`src/pcbs_pkg.sv`:
```
`timescale 1ns / 1ps
// shared types and constants of the plate character box selector
// no dependencies; used by the top level and its checker

package pcbs_pkg;

    localparam int FIELD_W = 10;
    localparam int BOX_W   = 4 * FIELD_W;
    localparam int Q_W     = 8;

    localparam logic [FIELD_W-1:0] FIELD_MAX = '1;
    localparam logic [FIELD_W-1:0] PW_RESET  = 10'd136;
    localparam logic [Q_W-1:0]     Q_RESET   = Q_W'(136 / 7);

    // floor(pw / 7) = (pw * 1171) >> 13 for pw < 1024
    localparam logic [10:0] Q7_MULT  = 11'd1171;
    localparam int          Q7_SHIFT = 13;

    // widening: floor(w*23/20) = floor((w*23 >> 2) / 5), /5 by 13108 >> 16
    localparam logic [4:0]  WIDE_MULT  = 5'd23;
    localparam logic [13:0] DIV5_MULT  = 14'd13108;
    localparam int          DIV5_SHIFT = 16;

    // shift: floor(w*529/400) = floor((w*529 >> 4) / 25), /25 by 41944 >> 20
    localparam logic [9:0]  SHIFT_MULT  = 10'd529;
    localparam logic [15:0] DIV25_MULT  = 16'd41944;
    localparam int          DIV25_SHIFT = 20;

    localparam logic [2:0] WANT_NORMAL = 3'd6;
    localparam logic [2:0] WANT_NEW_EN = 3'd7;

    typedef struct packed {
        logic [FIELD_W-1:0] h;
        logic [FIELD_W-1:0] w;
        logic [FIELD_W-1:0] y;
        logic [FIELD_W-1:0] x;
    } t_box;

endpackage

```
`src/pcbs_ram.sv`:
```
`timescale 1ns / 1ps
// generic single-port-write, single-port-read ram with registered read data
// no dependencies

module pcbs_ram #(
    parameter int WIDTH = 40,
    parameter int DEPTH = 32
) (
    input  logic                     i_clk,
    input  logic                     i_wr_en,
    input  logic [$clog2(DEPTH)-1:0] i_wr_addr,
    input  logic [WIDTH-1:0]         i_wr_data,
    input  logic                     i_rd_en,
    input  logic [$clog2(DEPTH)-1:0] i_rd_addr,
    output logic [WIDTH-1:0]         o_rd_data
);

    logic [WIDTH-1:0] r_mem [DEPTH];
    logic [WIDTH-1:0] r_rd_data;

    always_ff @(posedge i_clk) begin
        if (i_wr_en) begin
            r_mem[i_wr_addr] <= i_wr_data;
        end
        if (i_rd_en) begin
            r_rd_data <= r_mem[i_rd_addr];
        end
    end

    assign o_rd_data = r_rd_data;

endmodule

```
`src/plate_char_box_selector.sv`:
```
`timescale 1ns / 1ps
// Plate character box selector. Boxes of one plate, sorted left to right, are
// taken one per cycle into a box memory while the largest width and height are
// tracked; a box that arrives with the memory full is dropped. The transfer that
// carries tlast starts selection: the memory is read back one entry per cycle
// to find the special box, the leading box is derived in the states S_LEAD_RD,
// S_LEAD_MUL, S_LEAD_DIV and S_LEAD_OUT, and each stored box that follows needs
// a memory read in S_EMIT_RD and an output load in S_EMIT_WAIT; no box of the
// next plate is taken until the last box has been loaded for output. The single
// memory read port sets this pace. plate_width may be written whenever no plate
// is in progress.
// depends on pcbs_pkg and pcbs_ram

module plate_char_box_selector #(
    parameter int MAX_BOXES = 32
) (
    input  logic                         i_clk,
    input  logic                         i_rst_n,
    // box_x, box_y, box_width, box_height from bit 0 up
    input  logic [pcbs_pkg::BOX_W-1:0]   i_s_tdata,
    input  logic                         i_s_tlast,   // last_box
    input  logic                         i_s_tuser,   // new_energy
    input  logic                         i_s_tvalid,
    output logic                         o_s_tready,
    // out_x, out_y, out_width, out_height from bit 0 up
    output logic [pcbs_pkg::BOX_W-1:0]   o_m_tdata,
    output logic                         o_m_tlast,   // last_out
    output logic                         o_m_tvalid,
    input  logic                         i_m_tready,
    // plate_width
    input  logic [pcbs_pkg::FIELD_W-1:0] i_cfg_data,
    input  logic                         i_cfg_valid,
    output logic                         o_cfg_ready
);

    localparam int ADDR_W = $clog2(MAX_BOXES);
    localparam int CNT_W  = $clog2(MAX_BOXES + 1);
    localparam int SUM_W  = CNT_W + 3;
    localparam int FW     = pcbs_pkg::FIELD_W;

    typedef enum logic [2:0] {
        S_LOAD,
        S_SCAN,
        S_LEAD_RD,
        S_LEAD_MUL,
        S_LEAD_DIV,
        S_LEAD_OUT,
        S_EMIT_RD,
        S_EMIT_WAIT
    } t_state;

    t_state r_state;

    logic [CNT_W-1:0]           r_count;
    logic [FW-1:0]              r_widest;
    logic [FW-1:0]              r_tallest;
    logic [pcbs_pkg::Q_W-1:0]   r_q;
    logic                       r_new_en;
    logic [CNT_W-1:0]           r_ri;
    logic                       r_chk;
    logic [ADDR_W-1:0]          r_chk_idx;
    logic [ADDR_W-1:0]          r_sel;
    logic [CNT_W-1:0]           r_end;
    logic [CNT_W-1:0]           r_idx;
    logic [FW-1:0]              r_lx;
    logic [FW-1:0]              r_ly;
    logic [FW-1:0]              r_lh;
    logic [14:0]                r_p23;
    logic [19:0]                r_p529;
    logic [FW:0]                r_nw;
    logic [FW:0]                r_sh;
    pcbs_pkg::t_box             r_m_data;
    logic                       r_m_last;
    logic                       r_m_valid;

    logic                       w_s_fire;
    logic                       w_has_room;
    logic                       w_out_free;
    logic                       w_m_load;
    logic                       w_rd_en;
    logic [ADDR_W-1:0]          w_rd_addr;
    pcbs_pkg::t_box             w_in_box;
    pcbs_pkg::t_box             w_rd_box;
    logic [pcbs_pkg::BOX_W-1:0] w_rd_data;
    logic [20:0]                w_q_prod;
    logic [12:0]                w_w5;
    logic [12:0]                w_h5;
    logic [12:0]                w_widest4;
    logic [12:0]                w_tallest4;
    logic [FW:0]                w_mid;
    logic [FW:0]                w_q_lo;
    logic [FW:0]                w_q_hi;
    logic                       w_hit;
    logic [26:0]                w_div5;
    logic [31:0]                w_div25;
    logic [SUM_W-1:0]           w_sum;
    logic [CNT_W-1:0]           w_end;
    logic [FW-1:0]              w_lead_w;
    logic [FW-1:0]              w_lead_x;
    logic [FW:0]                w_x_diff;

    assign w_in_box    = pcbs_pkg::t_box'(i_s_tdata);
    assign w_rd_box    = pcbs_pkg::t_box'(w_rd_data);
    assign o_s_tready  = (r_state == S_LOAD);
    assign o_cfg_ready = 1'b1;
    assign w_s_fire    = i_s_tvalid && o_s_tready;
    assign w_has_room  = (r_count < CNT_W'(MAX_BOXES));
    assign w_out_free  = !r_m_valid || i_m_tready;
    // output register loads a new box in these states
    assign w_m_load    = w_out_free && ((r_state == S_LEAD_OUT) || (r_state == S_EMIT_WAIT));

    always_comb begin
        w_rd_en   = 1'b0;
        w_rd_addr = r_sel;
        unique case (r_state)
            S_SCAN: begin
                w_rd_en   = (r_ri < r_count);
                w_rd_addr = r_ri[ADDR_W-1:0];
            end
            S_LEAD_RD: begin
                w_rd_en   = 1'b1;
                w_rd_addr = r_sel;
            end
            S_EMIT_RD: begin
                w_rd_en   = 1'b1;
                w_rd_addr = r_idx[ADDR_W-1:0];
            end
            default: begin
                w_rd_en   = 1'b0;
                w_rd_addr = r_sel;
            end
        endcase
    end

    pcbs_ram #(
        .WIDTH (pcbs_pkg::BOX_W),
        .DEPTH (MAX_BOXES)
    ) u_store (
        .i_clk     (i_clk),
        .i_wr_en   (w_s_fire && w_has_room),
        .i_wr_addr (r_count[ADDR_W-1:0]),
        .i_wr_data (i_s_tdata),
        .i_rd_en   (w_rd_en),
        .i_rd_addr (w_rd_addr),
        .o_rd_data (w_rd_data)
    );

    // centre window q = plate_width / 7, worked out when the register is written
    assign w_q_prod = 21'(i_cfg_data) * 21'(pcbs_pkg::Q7_MULT);

    // size test against 0.8 of the maxima, done as 5*w > 4*max
    assign w_w5       = 13'(w_rd_box.w) * 13'd5;
    assign w_h5       = 13'(w_rd_box.h) * 13'd5;
    assign w_widest4  = {1'b0, r_widest, 2'b00};
    assign w_tallest4 = {1'b0, r_tallest, 2'b00};
    assign w_mid      = {1'b0, w_rd_box.x} + {2'b00, w_rd_box.w[FW-1:1]};
    assign w_q_lo     = (FW+1)'(r_q);
    assign w_q_hi     = (FW+1)'({r_q, 1'b0});
    assign w_hit      = ((w_w5 > w_widest4) || (w_h5 > w_tallest4))
                        && (w_mid > w_q_lo) && (w_mid < w_q_hi);

    assign w_div5  = 27'(r_p23[14:2]) * 27'(pcbs_pkg::DIV5_MULT);
    assign w_div25 = 32'(r_p529[19:4]) * 32'(pcbs_pkg::DIV25_MULT);

    assign w_sum = SUM_W'(r_sel)
                   + SUM_W'(r_new_en ? pcbs_pkg::WANT_NEW_EN : pcbs_pkg::WANT_NORMAL);
    assign w_end = (w_sum > SUM_W'(r_count)) ? r_count : w_sum[CNT_W-1:0];

    assign w_lead_w = (r_nw > (FW+1)'(pcbs_pkg::FIELD_MAX)) ? pcbs_pkg::FIELD_MAX
                                                             : r_nw[FW-1:0];
    assign w_x_diff = {1'b0, r_lx} - r_sh;
    assign w_lead_x = ({1'b0, r_lx} > r_sh) ? w_x_diff[FW-1:0] : '0;

    always_ff @(posedge i_clk) begin
        if (!i_rst_n) begin
            r_state   <= S_LOAD;
            r_count   <= '0;
            r_widest  <= '0;
            r_tallest <= '0;
            r_q       <= pcbs_pkg::Q_RESET;
            r_chk     <= 1'b0;
            r_m_valid <= 1'b0;
        end else begin
            if (i_cfg_valid && o_cfg_ready) begin
                r_q <= pcbs_pkg::Q_W'(w_q_prod >> pcbs_pkg::Q7_SHIFT);
            end
            if (w_m_load) begin
                r_m_valid <= 1'b1;
            end else if (r_m_valid && i_m_tready) begin
                r_m_valid <= 1'b0;
            end

            unique case (r_state)
                S_LOAD: begin
                    if (w_s_fire) begin
                        if (w_has_room) begin
                            r_count <= r_count + CNT_W'(1);
                            if (w_in_box.w > r_widest) begin
                                r_widest <= w_in_box.w;
                            end
                            if (w_in_box.h > r_tallest) begin
                                r_tallest <= w_in_box.h;
                            end
                        end
                        if (i_s_tlast) begin
                            r_new_en <= i_s_tuser;
                            r_ri     <= '0;
                            r_chk    <= 1'b0;
                            r_sel    <= '0;
                            r_state  <= S_SCAN;
                        end
                    end
                end
                S_SCAN: begin
                    // the read issued for an entry is tested in the next cycle
                    if (r_chk && w_hit) begin
                        r_sel <= r_chk_idx;
                    end
                    if (r_ri < r_count) begin
                        r_ri      <= r_ri + CNT_W'(1);
                        r_chk     <= 1'b1;
                        r_chk_idx <= r_ri[ADDR_W-1:0];
                    end else begin
                        r_chk <= 1'b0;
                        if (!r_chk) begin
                            r_state <= S_LEAD_RD;
                        end
                    end
                end
                S_LEAD_RD: begin
                    r_end   <= w_end;
                    r_state <= S_LEAD_MUL;
                end
                S_LEAD_MUL: begin
                    r_lx    <= w_rd_box.x;
                    r_ly    <= w_rd_box.y;
                    r_lh    <= w_rd_box.h;
                    r_p23   <= 15'(w_rd_box.w) * 15'(pcbs_pkg::WIDE_MULT);
                    r_p529  <= 20'(w_rd_box.w) * 20'(pcbs_pkg::SHIFT_MULT);
                    r_state <= S_LEAD_DIV;
                end
                S_LEAD_DIV: begin
                    r_nw    <= (FW+1)'(w_div5 >> pcbs_pkg::DIV5_SHIFT);
                    r_sh    <= (FW+1)'(w_div25 >> pcbs_pkg::DIV25_SHIFT);
                    r_state <= S_LEAD_OUT;
                end
                S_LEAD_OUT: begin
                    if (w_out_free) begin
                        r_m_data.x <= w_lead_x;
                        r_m_data.y <= r_ly;
                        r_m_data.w <= w_lead_w;
                        r_m_data.h <= r_lh;
                        r_m_last   <= (r_end <= CNT_W'(r_sel));
                        r_idx      <= CNT_W'(r_sel);
                        r_state    <= S_EMIT_RD;
                    end
                end
                S_EMIT_RD: begin
                    r_state <= S_EMIT_WAIT;
                end
                S_EMIT_WAIT: begin
                    if (w_out_free) begin
                        r_m_data  <= w_rd_box;
                        r_m_last  <= (r_idx + CNT_W'(1) == r_end);
                        if (r_idx + CNT_W'(1) == r_end) begin
                            r_count   <= '0;
                            r_widest  <= '0;
                            r_tallest <= '0;
                            r_state   <= S_LOAD;
                        end else begin
                            r_idx   <= r_idx + CNT_W'(1);
                            r_state <= S_EMIT_RD;
                        end
                    end
                end
                default: begin
                    r_state <= S_LOAD;
                end
            endcase
        end
    end

    assign o_m_tdata  = r_m_data;
    assign o_m_tlast  = r_m_last;
    assign o_m_tvalid = r_m_valid;

endmodule

```
`config.mk`:
```
export PLATFORM = sky130hd
export DESIGN_NAME = plate_char_box_selector
export DESIGN_NICKNAME = d
export VERILOG_FILES = /design/src/pcbs_pkg.sv /design/src/pcbs_ram.sv /design/src/plate_char_box_selector.sv
export SDC_FILE = /design/constraint.sdc
export NUM_CORES = 2
export LEC_CHECK = 0
export BUFFER_PORTS_ARGS = -buffer_cell sky130_fd_sc_hd__buf_2
export CAP_MARGIN = 10
export CELL_PAD_IN_SITES_DETAIL_PLACEMENT = 2
export CELL_PAD_IN_SITES_GLOBAL_PLACEMENT = 2
export CORE_UTILIZATION = 49
export CTS_CLUSTER_SIZE = 30
export DETAILED_ROUTE_END_ITERATION = 10
export PLACE_DENSITY = 0.93
export SLEW_MARGIN = 20
export SYNTH_ARGS = -nofsm -noshare
export SYNTH_HDL_FRONTEND = slang
export SYNTH_SLANG_ARGS = --single-unit
export TNS_END_PERCENT = 1
```
`constraint.sdc`:
```
create_clock -name i_clk -period 14.9 [get_ports i_clk]
set_input_delay 1.49 -clock i_clk [delete_from_list [all_inputs] [get_ports i_clk]]
set_output_delay 1.49 -clock i_clk [all_outputs]
set_load 0.005 [all_outputs]
```
======== Yosys cells after proc, flatten, opt, wreduce, memory -nomap -nowiden ========
Memory sizes are Yosys's and may differ from the RTL's. A register that Yosys moved wholly into a read port is not among the register bits.
Index checks and enable logic that the tools add are counted.
Widths: inputs -> output; s select.
word-level totals
  flip-flop bits (word level) ............. 196
  memory bits (writable) .................. 1280
  bits of input ports ..................... 57
  output and inout port bits .............. 44
  logic and storage cells ................. 158
  memories kept ........................... 1
cells by class
  $add $sub $neg .......................... 6
  $mul .................................... 7
  order comparisons ....................... 12
  equality and inequality tests ........... 21
  muxes and demuxes ....................... 55
  reduce and logical (&&, ||, !) cells .... 31
memory list
  memory         words  bits a word  read ports  clocked after Yosys merged registers in  write ports  RTL line        text
  u_store.r_mem  32     40           1           1                                        1            pcbs_ram.sv:18  logic [WIDTH-1:0] r_mem [DEPTH];
operators with widths
  kind                    number
  $mux 10                 10
  $mux 40                 2
  $pmux 40 s2             1
  $mux 6                  11
  $pmux 10 s2             2
  $pmux 6 s2              3
  $mul 16x13->28 const B  1
  $gt 13x12->1            2
  $mul 10x3->13 const B   2
  $mul 13x12->25 const B  1
  $pmux 3 s8              1
  $mul 10x11->21 const B  1
  $mux 3                  7
  $gt 10x10->1            2
  $mul 10x10->20 const B  1
  $pmux 5 s2              2
  $reduce_and 5->1        4
  $add 6x1->6 const B     3
  $reduce_and 6->1        3
  $ne 2x2->1 const B      8
  $mul 10x5->15 const B   1
  $mux 5                  3
  $eq 3x3->1 const B      4
  $add 10x9->11           1
  25 further kinds        56

======== Depth between registers and ports, before layout ========
  word-level depth ........................ 8
  gate-level depth with buffers ........... 18

======== Hierarchy ========
Synthesis repeated with hierarchy kept, for this count alone.
unflattened totals
  cell total of the unflattened synthesis .. 4774
  area, all modules ....................... 71142.0 µm²
by module, submodules not included
  module                   instances  cells an instance  area each (µm²)
  pcbs_ram                 1          2813               50965.1
  plate_char_box_selector  1          1961               20176.9

======== Worst setup path before layout ========
OpenSTA, ideal clock, no wires.
  path type ............................... input to register
  start ................................... input i_rst_n
  end ..................................... register r_lh[0] (enable)
  library setup time ...................... 548 ps
  arrival time ............................ 6133 ps
  required time ........................... 14352 ps
  setup slack ............................. 8218 ps
  stages .................................. 4
  buffers on the path ..................... 2
  path through ............................ clkbuf_1 > inv_1 > clkbuf_1 > nor3_1
between the ends
  cells in the longest elaborated chain, start to end .. 1
RTL lines
  what                               RTL line                        text
  start: declaration                 plate_char_box_selector.sv:18   input logic i_rst_n,
  $reduce_and 2->1 (no source line)  -
  end signal: assignment             plate_char_box_selector.sv:237  r_lh <= w_rd_box.h;
  end: declaration                   plate_char_box_selector.sv:67   logic [FW-1:0] r_lh;
Every way passes these cells.
A chain may end at the register's enable or synchronous reset.

======== Final worst setup path ========
  start ................................... register r_state[1]
  end ..................................... register u_store.r_rd_data[30], in the netlist u_store.o_rd_data[30], read port of u_store.r_mem, data pin
between the ends
  cells in the longest elaborated chain, start to end .. 3
  elaborated cells on any way between the ends .. 6
  those cells by class .................... eq/ne: 3; mux: 2; reduce/logical: 1
RTL lines
  what                                      RTL line                        text
  start: declaration                        plate_char_box_selector.sv:52   t_state r_state;
  start signal: assignment                  plate_char_box_selector.sv:176  r_state <= S_LOAD;
  start signal: assignment                  plate_char_box_selector.sv:210  r_state <= S_SCAN;
  start signal: assignment                  plate_char_box_selector.sv:226  r_state <= S_LEAD_RD;
  $eq 3x3->1 or $eq 3x2->1 (tied branches)  plate_char_box_selector.sv:115  unique case (r_state)
  $reduce_or 2->1 (no source line)          -
  $pmux 1 s2                                plate_char_box_selector.sv:115
  end: declaration                          pcbs_ram.sv:19                  logic [WIDTH-1:0] r_rd_data;
Several ways; a longest one is shown, not always the timed one.

==> impl_metrics.toml <==
[placement]
gp_congestion = 0.872
dp_hpwl_microns = 182000
dp_cells = 7270
io_buffer_count = 99

[yosys]
synth_area_leader_cell = "edfxtp_1"
ys_seq_elements = 1510
ys_seq_area_frac = 0.630
synth.area.top_cells = "edfxtp_1, ha_1, nand2_1"
synth_edf_count = 1471
synthArstFlopShare = 0
avgSynthCellArea_sq_um = 13.2
ys.flop_type = "edfxtp_1"
yosys.area.top_type_share = 0.619
ys.warnings.count = 0
netlist_top_cells_count = "edfxtp_1, nand2_1, ha_1"
synth_most_common_cell = "edfxtp_1"
syn_area_sq_mm = 0.0713
ys_types = 86
syn_nets = 6072
syn-instance-count = 5421

[worst_setup_path]
cp_data_required_time_ps = 15410
critical_path_class = "reg2reg"
critPathCaptureType = "flop"
worstPathArrival_ps = 7100
crit_fanout = 176
cp-start-kind = "flop"

[clock_tree]
cts_buffer_depth = 3
cts_tree = "built"
cts_resized = 0
clk_pin_slew_ps = 70
cts_max_level = 4
postCtsSetupBuffers = 0
cts_sinks = 1510
ctsHoldBuffers = 0
cts_root_buf = "clkbuf_16"
worstSkewPairLatency_ps = 840
cts_buffers = 163

[outcome]
violations = "DRC"
status = "complete, but fails checks"

[timing]
hold_violations = 0
tns_ps = 0
drv_slew = 0
relSlewSlack = 0.158
min_period_ps = 6590
fmax_mhz = 152
period_share = 0.442
finClkSkew_ps = 47.4
setup_violations = 0
worstMarginPinSlew_ps = 1260
whs_ps = 484
rsz0062_at_grt = "false"

[final_layout]
multi_input_area_sq_mm = 0.0242
nets = 6185
ff_latch_area_sq_mm = 0.0450
area_growth_pct = 11.4
instances_no_fill = 7581
final_core_util = 0.551
drive_gt1_frac = 0.0924
fillers = 13137

[grt]
grt_max_degree = 177
antenna_found_initial = 21
grt_pass1_wl_microns = 445000
grt_pass1_vias = 57877
grt.overflow.total = 0
grt.total_usage = 0.431

[drt]
vias = 52585
viasPerCell = 6.94
dr.pass1.iters = 9
drtIter0Drc = 6191
drcViolationCount = 16
drt.antenna.violating_nets = 0
routed_wire_length_per_instance_microns = 41.9
wl_microns = 318000

[floorplan]
dieArea_sq_mm = 0.147
die_h_microns = 383
rows = 139
ioPinCount = 101
initial_core_util = 0.495
die_w_microns = 383
core-area_sq_mm = 0.144

[pwr]
power.leakage_uw = 0.0296
powerDensity_mw_per_mm2 = 165
peakVddDrop_uv = 149

[worst_hold_path]
hold_path_class = "reg2reg"

[job]
drv_cap = 0
[power by group]
part	switching, uW	leakage, uW	internal (uW)	total (uW)
logic	2590	0.0135	1270	3860
registers	141	0.0136	4850	4990
clock network	1940	0.00260	2330	4260
[area by class of cell]
type | count | area share
Multi-Input combinational cell | 3314 | 0.304
Tap cell | 1903 | 0.0300
Antenna cell | 10 | 0.000315
Timing Repair Buffer | 186 | 0.0153
Sequential cell | 1510 | 0.566
Clock buffer | 199 | 0.0540
Clock inverter | 100 | 0.0130
Inverter | 359 | 0.0170
[worst max-delay path: stages, from the launching register on]
cell     delay (ps)
dfxtp_1        1080
nor2b_1         480
nor3_2          460
or3_4           660
buf_12          660
buf_4           950
mux2i_1         200
a32oi_1         290
nand4_1         240
nor4_2          780
[kinds of logic after synthesis]
group / count (synthesis) / share of synthesized area
flops: 1510 / 0.630
xor+xnor: 95 / 0.0119
compound gates: 571 / 0.0573
buf+inv: 597 / 0.0365
mux: 188 / 0.0265
fa+ha+maj: 594 / 0.120
other cells: 1 / 0.0000526
simple gates: 1865 / 0.118
[flip-flops by register name (all words and copies together), names as in the netlist, 11 cells and up]
signal,cells
u_store.o_rd_data,40
r_p23,13
r_nw,11
u_store.r_mem,1280
r_sh,11
o_m_tdata,40
r_p529,16
[final timing paths]
| path | start | endpoint | slack (ps) | cells past startpoint |
|---|---|---|---|---|
| worst min register to register | r_tallest[1] | r_tallest[1] | 480 | 2 |
| worst max register to register | r_state[1] | u_store.o_rd_data[30] | 8310 | 9 |
| worst max-delay path | r_state[1] | u_store.o_rd_data[30] | 8310 | 9 |
| worst min-delay path | r_tallest[1] | r_tallest[1] | 480 | 2 |
[cell usage in the layout, fill, tap and decap left out, types with 84 or more instances in the layout]
cell type and instances:
nor2_1 84, nand3_1 372, buf_2 99, inv_1 359, clkbuf_16 166, fa_1 148
mux2i_1 183, ha_1 446, nand4_1 98, a32oi_1 157, edfxtp_1 1471, a21oi_1 162
nand2_1 1087
[layer usage]
layer,GRT usage,vias to the layer above,share of wire
met4,0.353,18,0.097
met1,0.470,27000,0.33
met2,0.717,3822,0.48
met5,0,-,0.00032
li1,-,20095,-
met3,0.103,1650,0.087
[per-stage QoR]
| stage | power (uW) | instance area [sq um] | setup slack, ps |
|---|---|---|---|
| 2_1_floorplan | 7220 | 71300 | 8220 |
| 3_3_place_gp | 7990 | 74000 | 9300 |
| 3_5_place_dp | 8530 | 74000 | 8980 |
| 4_1_cts | 13000 | 79300 | 8670 |
| 5_1_grt | 13400 | 79400 | 8230 |
| 6_report | 13100 | 79400 | 8310 |
Note: power is estimated with default switching activity, not from simulation.
